`src/sv/mceb_pkg.sv`:
```
// ----------------------------------------------------------------------------
// mceb_pkg
// shared types, constants and helpers for the color expansion blitter
// ----------------------------------------------------------------------------
package mceb_pkg;

    localparam int unsigned NUM_LANES = 8;

    // largest screen or image dimension; bigger register values clamp to it
    localparam logic [12:0] MAX_DIM = 13'd4096;

    // background value that means "leave the pixel alone"
    localparam logic [31:0] TRANSPARENT_KEY = 32'hFFFF_FFFF;

    // register indexes on the config port
    localparam logic [2:0] REG_SCREEN_WIDTH  = 3'd0;
    localparam logic [2:0] REG_SCREEN_HEIGHT = 3'd1;
    localparam logic [2:0] REG_DEST_X        = 3'd2;
    localparam logic [2:0] REG_DEST_Y        = 3'd3;
    localparam logic [2:0] REG_BLIT_WIDTH    = 3'd4;
    localparam logic [2:0] REG_BLIT_HEIGHT   = 3'd5;
    localparam logic [2:0] REG_INK_COLOR     = 3'd6;
    localparam logic [2:0] REG_PAPER_COLOR   = 3'd7;

    // one byte worth of lane decisions, handed to the serializer
    typedef struct packed {
        logic [NUM_LANES-1:0] mask;     // bit i set: lane i writes a pixel
        logic [7:0]           data;     // source byte, bit 7 leftmost
        logic [11:0]          sx_base;  // screen column of lane 0
        logic [11:0]          sy;       // screen row
    } burst_t;

    function automatic logic [12:0] clamp_dim(input logic [12:0] v);
        return (v > MAX_DIM) ? MAX_DIM : v;
    endfunction

endpackage

```
`src/sv/mono_color_expand_blit.sv`:
```
// ----------------------------------------------------------------------------
// mono_color_expand_blit
// expands a 1 bpp bitmap into clipped fg/bg pixel writes in screen coordinates
// ----------------------------------------------------------------------------
//  port group | direction | carries
//  -----------+-----------+-------------------------------------------------
//  s_*        | in        | one bitmap byte per item, bit 7 leftmost
//  m_*        | out       | one pixel write per item: x, y, color, last flag
//  p*         | in/out    | register access, always ready, writes clear position
//
//  eight lanes judge the eight pixels of a byte in the accept cycle; the
//  serializer then sends one pixel write per cycle while m_ready does not
//  stall, only for the visible pixels of a byte (0 to 8)
//  a new byte is taken while the previous one is still being sent out
//  reset (aresetn, synchronous, active low) clears registers and position
//  a stall on m_ready holds the output and back-pressures s_ready
// ----------------------------------------------------------------------------
module mono_color_expand_blit (
    input  logic        aclk,
    input  logic        aresetn,
    input  logic        psel,
    input  logic        penable,
    input  logic        pwrite,
    input  logic [4:0]  paddr,
    input  logic [31:0] pwdata,
    output logic [31:0] prdata,
    output logic        pready,
    input  logic        s_valid,
    output logic        s_ready,
    input  logic [7:0]  s_bitmap_byte,
    output logic        m_valid,
    input  logic        m_ready,
    output logic [11:0] m_pixel_x,
    output logic [11:0] m_pixel_y,
    output logic [31:0] m_pixel_value,
    output logic        m_last_of_byte
);

    localparam int unsigned NL = mceb_pkg::NUM_LANES;

    logic [12:0] screen_width_reg;
    logic [12:0] screen_height_reg;
    logic [11:0] dest_x_reg;
    logic [11:0] dest_y_reg;
    logic [12:0] blit_width_reg;
    logic [12:0] blit_height_reg;
    logic [31:0] ink_color_reg;
    logic [31:0] paper_color_reg;

    logic [8:0]  byte_col_reg, byte_col_next;
    logic [11:0] src_row_reg, src_row_next;

    logic             a_valid_reg;
    mceb_pkg::burst_t a_burst_reg;
    mceb_pkg::burst_t a_burst_next;

    logic        cfg_wr;
    logic [2:0]  cfg_idx;
    logic        s_acc;
    logic        a_take;

    logic [12:0] width_c;
    logic [12:0] height_c;
    logic [12:0] scr_w_c;
    logic [12:0] scr_h_c;
    logic [9:0]  row_len;
    logic        empty_img;
    logic        transparent;
    logic [12:0] sy;
    logic        row_ok;
    logic [11:0] col_base;
    logic [NL-1:0] lane_emit;
    logic [8:0]  col_inc;
    logic [11:0] row_inc;

    // ---------------- config port ----------------
    assign pready  = 1'b1;
    assign cfg_wr  = psel && penable && pwrite;
    assign cfg_idx = paddr[4:2];

    always_ff @(posedge aclk) begin
        if (!aresetn) begin
            screen_width_reg  <= '0;
            screen_height_reg <= '0;
            dest_x_reg        <= '0;
            dest_y_reg        <= '0;
            blit_width_reg    <= '0;
            blit_height_reg   <= '0;
            ink_color_reg     <= '0;
            paper_color_reg   <= '0;
        end else if (cfg_wr) begin
            case (cfg_idx)
                mceb_pkg::REG_SCREEN_WIDTH:  screen_width_reg  <= pwdata[12:0];
                mceb_pkg::REG_SCREEN_HEIGHT: screen_height_reg <= pwdata[12:0];
                mceb_pkg::REG_DEST_X:        dest_x_reg        <= pwdata[11:0];
                mceb_pkg::REG_DEST_Y:        dest_y_reg        <= pwdata[11:0];
                mceb_pkg::REG_BLIT_WIDTH:    blit_width_reg    <= pwdata[12:0];
                mceb_pkg::REG_BLIT_HEIGHT:   blit_height_reg   <= pwdata[12:0];
                mceb_pkg::REG_INK_COLOR:     ink_color_reg     <= pwdata;
                mceb_pkg::REG_PAPER_COLOR:   paper_color_reg   <= pwdata;
                default: ;
            endcase
        end
    end

    always_comb begin
        case (cfg_idx)
            mceb_pkg::REG_SCREEN_WIDTH:  prdata = 32'(screen_width_reg);
            mceb_pkg::REG_SCREEN_HEIGHT: prdata = 32'(screen_height_reg);
            mceb_pkg::REG_DEST_X:        prdata = 32'(dest_x_reg);
            mceb_pkg::REG_DEST_Y:        prdata = 32'(dest_y_reg);
            mceb_pkg::REG_BLIT_WIDTH:    prdata = 32'(blit_width_reg);
            mceb_pkg::REG_BLIT_HEIGHT:   prdata = 32'(blit_height_reg);
            mceb_pkg::REG_INK_COLOR:     prdata = ink_color_reg;
            mceb_pkg::REG_PAPER_COLOR:   prdata = paper_color_reg;
            default:                     prdata = '0;
        endcase
    end

    // ---------------- geometry ----------------
    assign width_c     = mceb_pkg::clamp_dim(blit_width_reg);
    assign height_c    = mceb_pkg::clamp_dim(blit_height_reg);
    assign scr_w_c     = mceb_pkg::clamp_dim(screen_width_reg);
    assign scr_h_c     = mceb_pkg::clamp_dim(screen_height_reg);
    assign row_len     = 10'((width_c + 13'd7) >> 3);
    assign empty_img   = (width_c == '0) || (height_c == '0);
    assign transparent = (paper_color_reg == mceb_pkg::TRANSPARENT_KEY);
    assign sy          = {1'b0, dest_y_reg} + {1'b0, src_row_reg};
    assign row_ok      = (sy < scr_h_c) && !empty_img;
    assign col_base    = {byte_col_reg, 3'b000};

    // ---------------- lanes ----------------
    for (genvar i = 0; i < NL; i++) begin : g_lane
        mceb_lane #(
            .LANE(i)
        ) u_lane (
            .col_base   (col_base),
            .dest_x     (dest_x_reg),
            .width      (width_c),
            .scr_w      (scr_w_c),
            .row_ok     (row_ok),
            .transparent(transparent),
            .pix_bit    (s_bitmap_byte[NL-1-i]),
            .emit       (lane_emit[i])
        );
    end

    // ---------------- input stage ----------------
    assign s_ready = !a_valid_reg || a_take;
    assign s_acc   = s_valid && s_ready;

    always_comb begin
        a_burst_next.mask    = lane_emit;
        a_burst_next.data    = s_bitmap_byte;
        a_burst_next.sx_base = dest_x_reg + col_base;
        a_burst_next.sy      = sy[11:0];
    end

    // position counters, row length from the clamped width
    assign col_inc = byte_col_reg + 9'd1;
    assign row_inc = src_row_reg + 12'd1;

    always_comb begin
        byte_col_next = byte_col_reg;
        src_row_next  = src_row_reg;
        if (cfg_wr) begin
            byte_col_next = '0;
            src_row_next  = '0;
        end else if (s_acc) begin
            if (empty_img) begin
                byte_col_next = '0;
                src_row_next  = '0;
            end else if (({1'b0, col_inc} >= row_len) || (col_inc == '0)) begin
                byte_col_next = '0;
                if (({1'b0, row_inc} >= height_c) || (row_inc == '0)) begin
                    src_row_next = '0;
                end else begin
                    src_row_next = row_inc;
                end
            end else begin
                byte_col_next = col_inc;
            end
        end
    end

    always_ff @(posedge aclk) begin
        if (!aresetn) begin
            byte_col_reg <= '0;
            src_row_reg  <= '0;
            a_valid_reg  <= 1'b0;
        end else begin
            byte_col_reg <= byte_col_next;
            src_row_reg  <= src_row_next;
            if (s_acc) begin
                a_valid_reg <= 1'b1;
            end else if (a_take) begin
                a_valid_reg <= 1'b0;
            end
        end
    end

    always_ff @(posedge aclk) begin
        if (s_acc) begin
            a_burst_reg <= a_burst_next;
        end
    end

    // ---------------- merge / serialize ----------------
    mceb_serializer u_ser (
        .aclk            (aclk),
        .aresetn         (aresetn),
        .in_valid        (a_valid_reg),
        .in_ready        (a_take),
        .in_burst        (a_burst_reg),
        .ink_color       (ink_color_reg),
        .paper_color     (paper_color_reg),
        .out_valid       (m_valid),
        .out_ready       (m_ready),
        .out_pixel_x     (m_pixel_x),
        .out_pixel_y     (m_pixel_y),
        .out_pixel_value (m_pixel_value),
        .out_last_of_byte(m_last_of_byte)
    );

endmodule

```
`src/sv/mceb_lane.sv`:
```
// ----------------------------------------------------------------------------
// mceb_lane
// per-pixel clip and transparency decision for one bit position of a byte
// ----------------------------------------------------------------------------
module mceb_lane #(
    parameter int unsigned LANE = 0
) (
    input  logic [11:0] col_base,
    input  logic [11:0] dest_x,
    input  logic [12:0] width,
    input  logic [12:0] scr_w,
    input  logic        row_ok,
    input  logic        transparent,
    input  logic        pix_bit,
    output logic        emit
);

    logic [12:0] col;
    logic [12:0] sx;

    assign col = {1'b0, col_base} + 13'(LANE);
    assign sx  = {1'b0, dest_x} + col;

    // padding bits, off-screen pixels and transparent background are dropped
    assign emit = (col < width) && (sx < scr_w) && row_ok && (pix_bit || !transparent);

endmodule

```
`src/sv/mceb_serializer.sv`:
```
// ----------------------------------------------------------------------------
// mceb_serializer
// merges the lane mask into one pixel write per cycle while the output is not stalled, leftmost pixel first
// ----------------------------------------------------------------------------
module mceb_serializer (
    input  logic                 aclk,
    input  logic                 aresetn,
    input  logic                 in_valid,
    output logic                 in_ready,
    input  mceb_pkg::burst_t     in_burst,
    input  logic [31:0]          ink_color,
    input  logic [31:0]          paper_color,
    output logic                 out_valid,
    input  logic                 out_ready,
    output logic [11:0]          out_pixel_x,
    output logic [11:0]          out_pixel_y,
    output logic [31:0]          out_pixel_value,
    output logic                 out_last_of_byte
);

    localparam int unsigned NL = mceb_pkg::NUM_LANES;

    mceb_pkg::burst_t cur_reg, cur_next;
    logic             m_valid_reg;
    logic [11:0]      px_reg;
    logic [11:0]      py_reg;
    logic [31:0]      pv_reg;
    logic             last_reg;

    logic             out_free;
    logic             emit;
    logic [NL-1:0]    first;
    logic [2:0]       idx;
    logic [NL-1:0]    mask_after;
    logic             take;

    assign out_free = !m_valid_reg || out_ready;
    assign emit     = (cur_reg.mask != '0) && out_free;

    // lowest set bit is the leftmost pixel still pending
    assign first = cur_reg.mask & (~cur_reg.mask + NL'(1));

    always_comb begin
        idx = '0;
        for (int i = 0; i < NL; i++) begin
            if (first[i]) begin
                idx = 3'(i);
            end
        end
    end

    assign mask_after = emit ? (cur_reg.mask & ~first) : cur_reg.mask;
    assign take       = in_valid && (mask_after == '0);
    assign in_ready   = take;

    always_comb begin
        cur_next      = cur_reg;
        cur_next.mask = mask_after;
        if (take) begin
            cur_next = in_burst;
        end
    end

    always_ff @(posedge aclk) begin
        if (!aresetn) begin
            cur_reg.mask <= '0;
            m_valid_reg  <= 1'b0;
        end else begin
            cur_reg <= cur_next;
            if (emit) begin
                m_valid_reg <= 1'b1;
            end else if (out_ready) begin
                m_valid_reg <= 1'b0;
            end
        end
    end

    always_ff @(posedge aclk) begin
        if (emit) begin
            px_reg   <= cur_reg.sx_base + 12'(idx);
            py_reg   <= cur_reg.sy;
            pv_reg   <= cur_reg.data[3'(3'd7 - idx)] ? ink_color : paper_color;
            last_reg <= ((cur_reg.mask & ~first) == '0);
        end
    end

    assign out_valid        = m_valid_reg;
    assign out_pixel_x      = px_reg;
    assign out_pixel_y      = py_reg;
    assign out_pixel_value  = pv_reg;
    assign out_last_of_byte = last_reg;

    a_emit_fills_output: assert property (@(posedge aclk) disable iff (!aresetn)
        emit |=> m_valid_reg)
        else $error("pixel write lost on its way to the output register");

    a_mask_drains_one: assert property (@(posedge aclk) disable iff (!aresetn)
        emit && !take |=> $countones(cur_reg.mask) == $countones($past(cur_reg.mask)) - 1)
        else $error("pending mask did not lose exactly one pixel");

    a_stall_holds_mask: assert property (@(posedge aclk) disable iff (!aresetn)
        (cur_reg.mask != '0) && !out_free |=> $stable(cur_reg.mask))
        else $error("pending pixels changed while the output was stalled");

    a_last_empties: assert property (@(posedge aclk) disable iff (!aresetn)
        emit && ((cur_reg.mask & ~first) == '0) && !take |=> cur_reg.mask == '0)
        else $error("pixels left over after the last write of an item");

endmodule
```
`config.mk`:
```
export PLATFORM = sky130hd
export DESIGN_NAME = mono_color_expand_blit
export DESIGN_NICKNAME = d
export VERILOG_FILES = /design/src/sv/mceb_pkg.sv /design/src/sv/mono_color_expand_blit.sv /design/src/sv/mceb_lane.sv /design/src/sv/mceb_serializer.sv
export SDC_FILE = /design/constraint.sdc
export NUM_CORES = 1
export LEC_CHECK = 0
export BUFFER_PORTS_ARGS = -buffer_cell sky130_fd_sc_hd__buf_2
export CORE_MARGIN = 2
export CORE_UTILIZATION = 40
export DETAILED_ROUTE_END_ITERATION = 10
export PLACE_DENSITY_LB_ADDON = 0.1
export SLEW_MARGIN = 25
export SYNTH_ARGS = -nofsm -noshare
export SYNTH_HDL_FRONTEND = slang
export SYNTH_SLANG_ARGS = --single-unit
```
`constraint.sdc`:
```
create_clock -name aclk -period 4.4 [get_ports aclk]
set_input_delay 1.32 -clock aclk [delete_from_list [all_inputs] [get_ports aclk]]
set_output_delay 1.32 -clock aclk [all_outputs]
set_load 0.005 [all_outputs]
```
==> key figures, run 1 <==
STA
  • Worst-Margin Slew: 0.946 ns
  • Max Clock Skew: 0.0218 ns
  • Max frequency: 235 MHz
  • Final Critical Period: 4.25 ns
  • Hold Fails Final Rpt: 0
  • Final setup viols: 0
  • Relative slew slack: 36.7%
  • Final slew viol count: 0
  • Tcrit/Tclk final: 96.6%

Synthesis
  • Most common cell in the netlist: nand2_1
  • Net Count, Synth: 2215
  • Distinct cells, synth: 83
  • Post-synth top area cell: edfxtp_1
  • Number of synthesized register bits: 300
  • Asr flop ratio synth: 0%
  • Post-synth top flop: dfxtp_1
  • Synthesized area: 18700 µm²
  • Cells after Synth: 1988
  • Post-synth top cells: 316 x nand2_1, 171 x dfxtp_1, 171 x ha_1
  • Sequential share of the synthesized area: 39.1%
  • Mean Syn Cell Area: 9.39 µm²
  • Area share of the largest cell type after synthesis: 20.7%
  • Synth area leaders: edfxtp_1 21%, dfxtp_1 18%, ha_1 11%
  • Syn. warnings: 0
  • Number of synthesized flops with an enable pin: 129

Placement
  • DP Area: 20400 µm²
  • Buffers added on ports: 140
  • Post-DP HPWL: 43.8 mm
  • GPL Wtd Cong: 0.928

Route
  • Post-DRT Antenna Nets: 0
  • Detailed Routing Iterations Pass 1: 5
  • Avg Vias per Cell: 5.52
  • Drt first-iter violations: 1206
  • WL final: 57.7 mm
  • Wire per inst: 20.9 µm
  • Vias: 15266
  • DR DRC count: 0

Clocking
  • CTS clk-pin slew, worst paths: 0.06 ns
  • Hold_buf cts: 0
  • CTS Buffer Depth: 3
  • Clock Sinks: 300
  • CTS tree: done
  • TritonCTS buffer count: 35
  • Root buf cell: clkbuf_16
  • Skew-Pair Late Insertion Delay: 0.55 ns
  • H-tree Lvls: 2

Setup path
  • Reg2reg path depth: 18
  • Critical path class: input port to primary output
  • RR Startpoint: dest_y_reg[0]$_SDFFE_PN0P_
  • Critical Path Start Type: input port
  • CP Capture Type: primary output
  • Worst Path Arrival: 2.93 ns
  • CP Data Required Time: 3.08 ns
  • Setup crit end: prdata[8]
  • CP Launch Point: paddr[2]
  • R2r setup slk: 0.21 ns
  • Worst r2r dst: a_burst_reg[35]$_DFFE_PP_
  • Max FO, Critical Path: 16

Power and ir drop
  • Pwr dens: 320 nW/µm²
  • Worst vdd rail ir drop: 0.247 mV
  • Post-layout power: 6930 µW
  • Leak Pwr: 0.00887 µW

Die
  • Die W: 220 µm
  • Initial core utilization: 40.3%
  • Die Ht: 220 µm
  • Cell Rows: 79
  • Boundary Pins: 144
  • Die area: 48400 µm²
  • Core box area: 46400 µm²

Finish
  • Fraction of layout cells with a size suffix above 1: 16.6%
  • Area Growth Syn to Fin: 16.0%
  • Net count reported at finish: 2357
  • Layout filler cell count: 4468
  • Design Area, Final: 21700 µm²
  • Diode count: 0

Global route
  • GR Overflow Total: 0
  • Vias in the first global route: 14266
  • Initial antenna violation count: 3
  • Largest net degree at the start of global routing: 103
  • Global-route wire length before repair: 86.6 mm
  • Overall Global Routing Usage: 23.6%

Flow run
  • Max-cap viol count: 0

Outcome
  • Status: finished, final reports clean

Worst hold path
  • Min-delay worst type: flip-flop to flip-flop
  • HP Start: a_burst_reg[28]$_DFFE_PP_
## stage by stage
stage	hold slack, ns	util (%)	setup slack, ns	TNS [ns]	instances
5_1_grt	0.410	46.7	-0.0332	-0.0357	2764
3_3_place_gp	0.403	43.9	0.0286	0	2700
4_1_cts	0.395	46.6	0.0136	0	2764
6_report	0.404	46.7	0.147	0	2764
3_5_place_dp	0.405	43.9	-0.0521	-0.206	2700
2_1_floorplan	0.400	-	0.233	0	1988
## routing by layer
layer	up-vias	part of all wire [%]	GRT usage (%)
met1	7293	48	34.5
li1	7459	-	-
met3	92	6.1	4.49
met2	420	43	35.3
met4	2	2.3	6.24
met5	-	0.023	0
## kinds of logic (layout without fill, tap and decap cells)
logic type | after synthesis | after routing | synth area share (%)
other cells | 1 | 1 | 0.0201
buf+inv | 147 | 316 | 3.19
flops | 300 | 300 | 39.1
simple gates | 698 | 698 | 18.0
mux | 86 | 86 | 5.49
xor+xnor | 112 | 112 | 5.25
fa+ha+maj | 175 | 175 | 11.9
compound gates | 469 | 469 | 17.1
## layout by cell type, fill, tap and decap left out, types with 34 or more instances in the layout
| cell type | netlist | layout |
|---|---|---|
| xnor2_1 | 70 | 70 |
| mux2_2 | 38 | 38 |
| ha_1 | 171 | 171 |
| a21oi_1 | 100 | 98 |
| mux2i_1 | 36 | 36 |
| a21o_1 | 50 | 50 |
| a21boi_0 | 120 | 120 |
| nand3_1 | 34 | 34 |
| nand4_1 | 39 | 39 |
| nand2_1 | 316 | 316 |
| edfxtp_1 | 129 | 129 |
| nor2b_1 | 46 | 46 |
| xor2_1 | 42 | 42 |
| buf_2 | 8 | 139 |
| dfxtp_1 | 171 | 171 |
| buf_4 | 4 | 73 |
| clkbuf_16 | 0 | 37 |
| nor2_1 | 112 | 112 |
| o21ai_0 | 68 | 68 |
## where the power goes
| group | total, µW | switching, µW | internal, µW |
|---|---|---|---|
| sequential | 3110 | 53.0 | 3050 |
| clock | 3170 | 1190 | 1980 |
| combinational | 653 | 401 | 252 |
## critical path: stages
cell and delay (ns):
buf_2 0.33, buf_4 0.22, mux4_2 0.54, a21oi_1 0.29, nor2_1 0.09, buf_2 0.13
## worst min path at each step
stage	end	depth (start not counted)
2_1_floorplan	u_ser.cur_reg[0]$_DFFE_PP_	0
3_3_place_gp	u_ser.cur_reg[12]$_DFFE_PP_	0
3_5_place_dp	u_ser.cur_reg[1]$_DFFE_PP_	0
4_1_cts	u_ser.cur_reg[28]$_DFFE_PP_	0
5_1_grt	u_ser.cur_reg[24]$_DFFE_PP_	0
6_report	u_ser.cur_reg[28]$_DFFE_PP_	0
## final cells by class
type	instances	area, µm²	share of cell area (%)
multi-input combinational	1541	10800	50.1
sequential	300	7300	33.7
timing repair buffer	218	1360	6.30
clock buffer	43	958	4.42
tap	607	759	3.51
clock inverter	21	304	1.40
inverter	34	130	0.601
## what timing repair did
action	in CTS	in global routing
gates resized for setup	2	7
pin swaps	1	5
endpoints found under the setup margin	5	8
buffers inserted	0	0
No activity file was read; power rests on OpenSTA's default activity.
==> run 2, diff against run 1 <==
==> constraint.sdc (replaced) <==
create_clock -name aclk -period 5.05 [get_ports aclk]
set_input_delay 1.515 -clock aclk [delete_from_list [all_inputs] [get_ports aclk]]
set_output_delay 1.515 -clock aclk [all_outputs]
set_load 0.005 [all_outputs]
==> key figures, run 2 (synthesized netlist as in run 1, its figures left out) <==
Outcome
  • Status: finished, final reports clean

Die
  • Die Ht: 220 µm
  • Initial core utilization: 40.3%
  • Core box area: 46400 µm²
  • Cell Rows: 79
  • Die area: 48400 µm²
  • Boundary Pins: 144
  • Die W: 220 µm

STA
  • RSZ-0062 raised after global routing: false
  • Max Clock Skew: 0.0189 ns
  • Hold Fails Final Rpt: 0
  • Relative slew slack: 28.5%
  • Post-route setup TNS: 0 ns
  • Max frequency: 207 MHz
  • Final Critical Period: 4.84 ns
  • Worst-Margin Slew: 1.07 ns
  • Final setup viols: 0
  • Tcrit/Tclk final: 95.8%
  • Final slew viol count: 0

Finish
  • Final non-filler cell total: 2720
  • Area Growth Syn to Fin: 13.4%
  • Most frequent cells in the layout: 316 x nand2_1, 171 x ha_1, 171 x dfxtp_1, 139 x buf_2, 129 x edfxtp_1
  • Diode count: 0
  • Footprint of the multi-input gates: 10800 µm²
  • Net count reported at finish: 2315
  • Layout filler cell count: 4506
  • Area occupied by registers: 7300 µm²
  • Most common cell after layout, fill and taps aside: nand2_1
  • Fraction of layout cells with a size suffix above 1: 14.5%

Power and ir drop
  • Clock power share: 44.8%
  • Logic pwr share: 9.3%
  • Worst vdd rail ir drop: 0.236 mV
  • Sw Share: 24.6%
  • Sw Pwr: 1450 µW
  • Leak Pwr: 0.00860 µW
  • Reg power frac: 45.9%
  • Internal: 4450 µW
  • Pwr dens: 279 nW/µm²

Setup path
  • Setup crit end: prdata[0]
  • CP Capture Type: primary output
  • CP Buf/Inv Count: 3
  • Max stage delay on crit path: 0.46 ns
  • CP Data Required Time: 3.54 ns
  • Max FO, Critical Path: 25
  • Critical Path Start Type: input port
  • RR Startpoint: src_row_reg[0]$_SDFFE_PP0P_
  • R2r setup slk: 0.41 ns
  • Crit path max-delay family: buffers and inverters
  • Worst r2r dst: a_burst_reg[35]$_DFFE_PP_
  • Worst Path Arrival: 3.32 ns
  • Reg2reg path depth: 17
  • CP Launch Point: paddr[2]
  • CP max-delay cell: buf_2
  • Worst path cell trace: buf_2 -> buf_4 -> nand2_1 -> o22ai_1 -> nor2_1 -> a21oi_1 -> nor2_1 -> buf_2
  • Critical path class: input port to primary output
  • Stages on the worst setup path: 8

Route
  • Avg Vias per Cell: 5.56
  • Wire per inst: 21.2 µm
  • Post-DRT Antenna Nets: 0
  • Drt first-iter violations: 1452
  • Detailed Routing Iterations Pass 1: 5
  • DR DRC count: 0
  • WL final: 57.8 mm
  • Vias: 15119

Global route
  • Initial antenna violation count: 1
  • Global-route wire length before repair: 86.7 mm
  • Largest net degree at the start of global routing: 103
  • Vias in the first global route: 14089
  • GR Overflow Total: 0
  • Overall Global Routing Usage: 23.6%

Clocking
  • Clock Sinks: 300
  • CTS tree: done
  • CTS clk-pin slew, worst paths: 0.06 ns
  • Hold_buf cts: 0
  • Skew-Pair Late Insertion Delay: 0.56 ns
  • CTS Buffer Depth: 3
  • Root buf cell: clkbuf_16
  • H-tree Lvls: 2
  • TritonCTS buffer count: 35

Placement
  • Buffers added on ports: 140
  • Post-DP HPWL: 43.1 mm
  • DP Cell Count: 2658
  • GPL Wtd Cong: 0.920

Flow run
  • Max-cap viol count: 0

Worst hold path
  • Min-delay worst type: flip-flop to flip-flop
run 2: changes by cell type in the layout (fill, tap and decap cells not counted), sizes merged:
cell / before / now
clkinvlp: 1 / 0
clkbuf: 43 / 42
clkinv: 10 / 13
inv: 37 / 36
bufinv: 7 / 5
buf: 218 / 176
run 2: stage by stage:
| stage | worst slack (ns) | power (µW) | area (µm²) | utilization [%] | hold slack (ns) |
|---|---|---|---|---|---|
| detailed placement | 0.297 | 3310 | 20000 | 43.1 | 0.405 |
| CTS | 0.285 | 5970 | 21200 | 45.7 | 0.419 |
| global placement | 0.315 | 3300 | 20000 | 43.1 | 0.402 |
| floorplan | 0.177 | 3090 | 18700 | - | 0.400 |
| finish | 0.212 | 5900 | 21200 | 45.7 | 0.416 |
| global route | 0.0108 | 6130 | 21200 | 45.7 | 0.425 |
run 2: cell type report:
class	count	area share (%)
Multi-Input combinational cell	1541	51.1
Sequential cell	300	34.5
Timing Repair Buffer	176	4.60
Clock buffer	42	4.40
Tap cell	607	3.59
Clock inverter	20	1.28
Inverter	34	0.615
run 2: what timing repair did:
action	in CTS	in global routing
endpoints found under the setup margin	0	8
resized for setup	0	2
setup buffers	0	0
run 2: worst min path at each step:
stage,slack [ns],endpoint,depth (start not counted),startpoint
6_report,0.42,u_ser.out_pixel_y[2]$_DFFE_PP_,0,u_ser.cur_reg[2]$_DFFE_PP_
5_1_grt,0.43,u_ser.cur_reg[27]$_DFFE_PP_,0,a_burst_reg[27]$_DFFE_PP_
4_1_cts,0.42,u_ser.cur_reg[6]$_DFFE_PP_,0,a_burst_reg[6]$_DFFE_PP_
3_5_place_dp,0.40,u_ser.cur_reg[6]$_DFFE_PP_,0,a_burst_reg[6]$_DFFE_PP_
3_3_place_gp,0.40,u_ser.cur_reg[27]$_DFFE_PP_,0,a_burst_reg[27]$_DFFE_PP_
2_1_floorplan,0.40,u_ser.cur_reg[0]$_DFFE_PP_,0,a_burst_reg[0]$_DFFE_PP_
run 2: power groups by stage:
stage	sequential [µW]	combinational [µW]	clock, µW
2_1_floorplan	2760	328	0
3_3_place_gp	2760	543	0
3_5_place_dp	2760	549	0
4_1_cts	2710	550	2710
5_1_grt	2720	599	2810
6_report	2710	547	2650
run 2: metal layers:
metal | routed length (µm) | vias up | part of all wire, % | global-route usage [%]
met5 | 0 | - | 0 | 0
met3 | 3260 | 63 | 5.6 | 3.16
li1 | - | 7390 | - | -
met4 | 1190 | 0 | 2.1 | 6.35
met2 | 25200 | 427 | 44 | 35.6
met1 | 28200 | 7239 | 49 | 35.1
